## src/hdl/sorted_id_set_with_marks_assert.svh

```systemverilog
// assertion macros for the sorted id set block
// used by sorted_id_set_with_marks.sv; expects clk and rst_n in scope
`ifndef SORTED_ID_SET_WITH_MARKS_ASSERT_SVH
`define SORTED_ID_SET_WITH_MARKS_ASSERT_SVH

// same-cycle implication
`define SIS_ASSERT_IMP(lbl, ante, cons, msg) \
    lbl: assert property (@(posedge clk) disable iff (!rst_n) (ante) |-> (cons)) \
        else $error(msg);

// next-cycle implication
`define SIS_ASSERT_NXT(lbl, ante, cons, msg) \
    lbl: assert property (@(posedge clk) disable iff (!rst_n) (ante) |=> (cons)) \
        else $error(msg);

`endif

```

## src/hdl/sis_pkg.sv

```systemverilog
// shared types and constants for the sorted id set block
// no dependencies
package sis_pkg;

    localparam int DEPTH  = 64;
    localparam int ID_W   = 16;
    localparam int IDX_W  = $clog2(DEPTH);
    localparam int CNT_W  = $clog2(DEPTH + 1);
    localparam int POS_W  = 6;
    localparam int RANK_W = 6;

    localparam logic [1:0] OP_INS_MAIN = 2'd0;
    localparam logic [1:0] OP_INS_MARK = 2'd1;
    localparam logic [1:0] OP_LOOKUP   = 2'd2;
    localparam logic [1:0] OP_READ     = 2'd3;

    localparam logic [1:0] ST_OK    = 2'd0;
    localparam logic [1:0] ST_DUP   = 2'd1;
    localparam logic [1:0] ST_FULL  = 2'd2;
    localparam logic [1:0] ST_RANGE = 2'd3;

    typedef logic [ID_W-1:0] id_t;
    typedef logic [DEPTH-1:0][ID_W-1:0] entry_vec_t;

    typedef struct packed {
        id_t  key;
        logic wr_en;
    } cell_bus_t;

    typedef struct packed {
        logic lt;
        logic eq;
    } cell_flags_t;

endpackage

```

## src/hdl/sis_cell.sv

```systemverilog
// one compare-and-shift cell: holds a table entry and its compare flags
// depends on sis_pkg
module sis_cell (
    input  logic                 clk,
    input  sis_pkg::cell_bus_t   bus,
    input  logic                 valid,
    input  sis_pkg::id_t         shift_in,
    input  logic                 lt_prev,
    output sis_pkg::id_t         entry,
    output sis_pkg::cell_flags_t flags
);

    sis_pkg::id_t         entry_reg;
    sis_pkg::id_t         entry_next;
    sis_pkg::cell_flags_t flags_reg;
    sis_pkg::cell_flags_t flags_next;

    always_comb
    begin
        flags_next.lt = valid && (entry_reg < bus.key);
        flags_next.eq = valid && (entry_reg == bus.key);
        entry_next    = entry_reg;
        if (bus.wr_en && !flags_reg.lt)
        begin
            entry_next = lt_prev ? bus.key : shift_in;
            if (lt_prev)
            begin
                entry_next = bus.key;
            end
            else
            begin
                entry_next = shift_in;
            end
        end
    end

    always_ff @(posedge clk)
    begin
        entry_reg <= entry_next;
        flags_reg <= flags_next;
    end

    assign entry = entry_reg;
    assign flags = flags_reg;

endmodule

```

## src/hdl/sis_chain.sv

```systemverilog
// row of compare-and-shift cells forming one sorted table
// depends on sis_pkg and sis_cell
module sis_chain (
    input  logic                        clk,
    input  sis_pkg::cell_bus_t          bus,
    input  logic [sis_pkg::DEPTH-1:0]   valid,
    output sis_pkg::entry_vec_t         entries,
    output logic [sis_pkg::DEPTH-1:0]   lt,
    output logic [sis_pkg::DEPTH-1:0]   eq
);

    sis_pkg::cell_flags_t flags [sis_pkg::DEPTH];

    for (genvar k = 0; k < sis_pkg::DEPTH; k++)
    begin : g_cell
        sis_pkg::id_t shift_in;
        logic         lt_prev;

        if (k == 0)
        begin : g_head
            // head cell takes the key whenever it does not keep its entry
            assign shift_in = '0;
            assign lt_prev  = 1'b1;
        end
        else
        begin : g_body
            assign shift_in = entries[k-1];
            assign lt_prev  = lt[k-1];
        end

        sis_cell u_cell (
            .clk      (clk),
            .bus      (bus),
            .valid    (valid[k]),
            .shift_in (shift_in),
            .lt_prev  (lt_prev),
            .entry    (entries[k]),
            .flags    (flags[k])
        );

        assign lt[k] = flags[k].lt;
        assign eq[k] = flags[k].eq;
    end

endmodule

```

## config.mk

```make
export PLATFORM = sky130hd
export DESIGN_NAME = sis_chain
export DESIGN_NICKNAME = d
export VERILOG_FILES = /design/src/hdl/sorted_id_set_with_marks_assert.svh /design/src/hdl/sis_pkg.sv /design/src/hdl/sis_cell.sv /design/src/hdl/sis_chain.sv
export SDC_FILE = /design/constraint.sdc
export NUM_CORES = 2
export LEC_CHECK = 0
export ABC_AREA = 1
export BUFFER_PORTS_ARGS = -buffer_cell sky130_fd_sc_hd__buf_2
export CORE_AREA = 2 2 487 489
export DETAILED_ROUTE_END_ITERATION = 8
export DIE_AREA = 0 0 489 491
export GPL_TIMING_DRIVEN = 0
export PLACE_DENSITY = 0.59
export SYNTH_ARGS = -nofsm -noshare
export SYNTH_HDL_FRONTEND = slang
export SYNTH_SLANG_ARGS = --single-unit
```

## constraint.sdc

```tcl
create_clock -name clk -period 3.2 [get_ports clk]
set_input_delay 0.64 -clock clk [delete_from_list [all_inputs] [get_ports clk]]
set_output_delay 0.64 -clock clk [all_outputs]
set_load 0.01 [all_outputs]
```

Yosys cells after proc, flatten, opt, wreduce, memory -nomap -nowiden:

Index checks and enable logic that the tools add are counted.

* register bits after elaboration: 1152
* bits of input ports: 82
* output and inout port bits: 1152
* word-level logic and storage cells: 639

* magnitude comparators: 64
* equality and inequality tests: 64
* muxes and demuxes: 63
* reduce and logical (&&, ||, !) cells: 256

Operator list (number)
* 16-bit equality test: 64
* 16-bit less-than comparator: 64
* 16-bit 2-to-1 mux: 63
* 1-bit logical AND: 192
* 1-bit logical NOT: 64

Logic depth before layout (Yosys ltp):

* depth in word-level cells: 2
* mapped depth: 10

By module:

From an unflattened synthesis, not the netlist that was laid out.

* cell total of the unflattened synthesis: 8002
* area, all modules: 72236.8 µm²

By module, submodules not included
* sis_cell: times used 64, cells an instance 125, area each 1128.6 µm², seq. area each 520.5 µm²
* sis_chain: times used 1, cells an instance 2, area each 7.5 µm², seq. area each 0.0 µm²

Least setup slack after synthesis:

OpenSTA, ideal clock, no wires.

* path type: input to register
* from: input port bus[12] (netlist name)
* to: register g_cell[0].u_cell.flags_reg, in the netlist g_cell[0].u_cell.flags[1]
* setup time: 0.070 ns
* arrival: 2.380 ns
* required time: 3.130 ns
* setup slack: 0.750 ns
* stages on the path: 7
* path buffers: 1
* path through: inv_2 -> buf_2 -> ha_1 -> a21o_1 -> o21ai_1 -> nand2_1 -> a21oi_1

RTL lines
* start: declaration: RTL line sis_chain.sv:5 `input sis_pkg::cell_bus_t bus,`
* end signal: assignment: RTL line sis_cell.sv:40 `flags_reg <= flags_next;`
* end: declaration: RTL line sis_cell.sv:15 `sis_pkg::cell_flags_t flags_reg;`

==> impl_metrics.tcl <==
set metrics [dict create \
    setup-violations-final 0 \
    final_nets 9828 \
    clk_pin_slew_ns 0.06 \
    hold_viol_final 0 \
    worst_path_largest_cell_delay_ns 0.59 \
    n_fill_cell 23800 \
    numPlacedInstances 11700 \
    h-tree-depth 4 \
    floorplan.die.height_um 491 \
    synth_top_cells_by_area "sky130_fd_sc_hd__edfxtp_1 (44%), sky130_fd_sc_hd__ha_1 (18%), sky130_fd_sc_hd__a21oi_1 (9.0%), sky130_fd_sc_hd__nor2_1 (7.7%), sky130_fd_sc_hd__nand2_1 (5.7%)" \
    num_io_pins 1234 \
    fin_crit_ns 3.14 \
    powerDensity_nw_per_um2 597 \
    cp.buffers_inverters 5 \
    numCtsBuffers 140 \
    setup_slack_ns 0.0613 \
    post_route_cells_drive_above_1_share 0.228 \
    unrepaired_setup_endpoints_after_global_routing "no" \
    synth_top_family_by_area "adder cells" \
    floorplan.initialDensity 0.297 \
    max_clock_freq_mhz 319 \
    worst_ir_drop_vdd_mv 0.353 \
    routed_wl_mm 358 \
    final_common_cell "sky130_fd_sc_hd__buf_2" \
    grt_usage 0.287 \
    yosysUniqueCellTypes 22 \
    grt_max_degree 47 \
    clockRootBuffer "sky130_fd_sc_hd__clkbuf_16" \
    placeableCoreArea_um2 235000 \
    cp_data_required_time_ns 3.90 \
    status "finished clean" \
    crit_arrival_ns 3.84 \
    mappedNetlistArea_um2 69700 \
    synth_xor_xnor_area_share 0 \
    crit_chain "dlygate4sd3_1 > buf_2 > inv_2 > buf_6 > buf_16 > ha_1 > a21oi_1 > nor2_1 > nor2_1 > nand2_1 > a21oi_1" \
    antenna_found_initial 44 \
    path_delay_family "buffers and inverters" \
    ys.warnings.count 0 \
    critical_path.slowest_cell "sky130_fd_sc_hd__dlygate4sd3_1" \
    synth-compound-area-share 0.113 \
    routed-via-count 64700 \
    synth.yosys.seq_area_share 0.478 \
    std_cell_rows 178 \
    area_growth_syn_to_layout_pct 22.5 \
    power.static_leakage_nw 38.7 \
    cts_tree "built" \
    worst_slack_on_hold_paths_ns 0.198 \
    gp_routability_congestion 0.954 \
    min_delay_worst_endpoint "g_cell[27].u_cell.flags[1]$_DFF_P_" \
    die_footprint_um2 240000 \
    ys_ff_latch 1152 \
    slew_headroom 0.0719 \
    worstSkewPairLatency_ns 0.81 \
    number_of_flip_flops_in_the_largest_register 1024 \
    yosysTopAreaCellShare 0.441 \
    cts_num_sinks 1152 \
    clock_skew_ns 0.0346 \
    number_of_global_route_vias_before_repair 61400 \
    cp_num_cells 11 \
    synth_simple_gate_area_share 0.168 \
    post-synth-top-area-cell "sky130_fd_sc_hd__edfxtp_1" \
    drtIter0Drc 6810 \
    min_path_cells 5 \
    dpl_worst_slack_ns -0.545 \
    r2r_end "g_cell[31].u_cell.entry[0]$_DFFE_PP_" \
    viasPerCell 5.39 \
    cp-start-kind "primary input" \
    min-delay-start "valid[27]" \
    wire_per_inst_um 29.8 \
    synth_cells 7307 \
    highest_count_cells_in_the_layout_ignoring_fill_and_taps "sky130_fd_sc_hd__buf_2 (1444), sky130_fd_sc_hd__nor2_1 (1400), sky130_fd_sc_hd__a21oi_1 (1256)" \
    timing_worst_slew_pin_value_ns 1.39 \
    synth_area_per_cell_um2 9.53 \
    r2r_start "g_cell[31].u_cell.flags[1]$_DFF_P_" \
    syn_nets 8413 \
    finish.cell_count_without_fillers 12000 \
    cap_viol_max_count 0 \
    multiInputGateArea_um2 32400 \
    final_period_util 0.981 \
    hold_path.class "in2reg" \
    critical_path.endpoint_type "flip-flop" \
    first_pass_iters 8 \
    ff_latch_area_um2 33300 \
    ant_nets 0 \
    slew_viol_final 0 \
    worst-r2r-cell-count 3 \
    critical_path_class "in2reg" \
    regToRegSetupSlack_ns 1.02 \
    cp_max_fanout 46 \
    buffers_added_on_ports 1233 \
    dp_hpwl_mm 265 \
    synth_adder_area_share 0.184 \
    clk_path_buf_depth 3 \
    overflow 0 \
    die_width_um 489 \
    synth.area.mux_share 0 \
    dr_drc_count 0 \
    grt_first_pass_wirelength_mm 483 \
]
-- through the flow --
stage / power, mW / cell area [um^2] / util / TNS [ns]
finish: 51.0 / 85400 / 0.364 / 0
global route: 53.0 / 85300 / 0.364 / 0
CTS: 50.8 / 85200 / 0.363 / 0
detailed placement: 34.2 / 80400 / 0.343 / -21.94
global placement: 33.7 / 79800 / 0.340 / -585.06
floorplan: 27.8 / 69700 / - / 0
-- area by class of cell --
cell class | instances | area share
clock buffers | 189 | 0.0451
well taps | 3150 | 0.0462
multi-input cells | 5362 | 0.380
repair buffers | 1273 | 0.0804
flip-flops and latches | 1152 | 0.390
diodes | 22 | 0.000645
clock inverters | 69 | 0.00953
inverters | 375 | 0.0165
plain buffers | 418 | 0.0315
-- synth_stat cells (all sizes together) --
cell	n
nor2	1436
a21oi	1265
nand2	1071
edfxtp	1024
ha	1024
buf	418
inv	375
dfxtp	128
a21o	119
o21ai	118
nand3	91
and3	64
nor3	64
nand3b	55
nand4	55
-- cell families after synthesis --
logic type               after synthesis
AO/OA/AOI/OAI                       1502
adder cells (fa/ha/maj)             1024
buffers and inverters                793
flip-flops                          1152
AND/OR/NAND/NOR                     2836
-- report_power, final --
part	internal, mW	switching (mW)	leakage, nW
Combinational	4.52	8.49	25.7
Clock	9.57	7.15	2.26
Sequential	18.9	2.38	10.7
-- how the worst max path moves through the flow --
stage	start	end	slack (ns)
floorplan	bus[12]	g_cell[0].u_cell.flags[1]$_DFF_P_	0.75
global placement	bus[6]	g_cell[60].u_cell.flags[0]$_DFF_P_	-2.42
detailed placement	bus[12]	g_cell[60].u_cell.flags[0]$_DFF_P_	-0.55
CTS	bus[3]	g_cell[60].u_cell.flags[0]$_DFF_P_	0.007
global route	bus[14]	g_cell[41].u_cell.flags[1]$_DFF_P_	0.01
finish	bus[14]	g_cell[41].u_cell.flags[1]$_DFF_P_	0.06
-- layer usage --
metal / vias to the layer above / global-route usage / share of wire
met5: - / 0 / 0.00021
met4: 12 / 0.180 / 0.071
met3: 945 / 0.0824 / 0.12
met2: 4251 / 0.453 / 0.45
met1: 31300 / 0.342 / 0.36
li1: 28300 / - / -
-- what timing repair did --
action                                  4_1_cts  5_1_grt
endpoints found under the setup margin        0        1
gates resized for setup                       0        2
hold buffers                                 15        0
endpoints found under the hold margin        15        0
setup buffers                                 0        0
-- worst register-to-register path: cells and delay by family (launching register included) --
kind | cells | cell delay [ns]
buffers and inverters | 2 | 0.40
DFF | 1 | 0.42
and+or+nand+nor | 1 | 0.97
(Power assumes the default switching activity.)
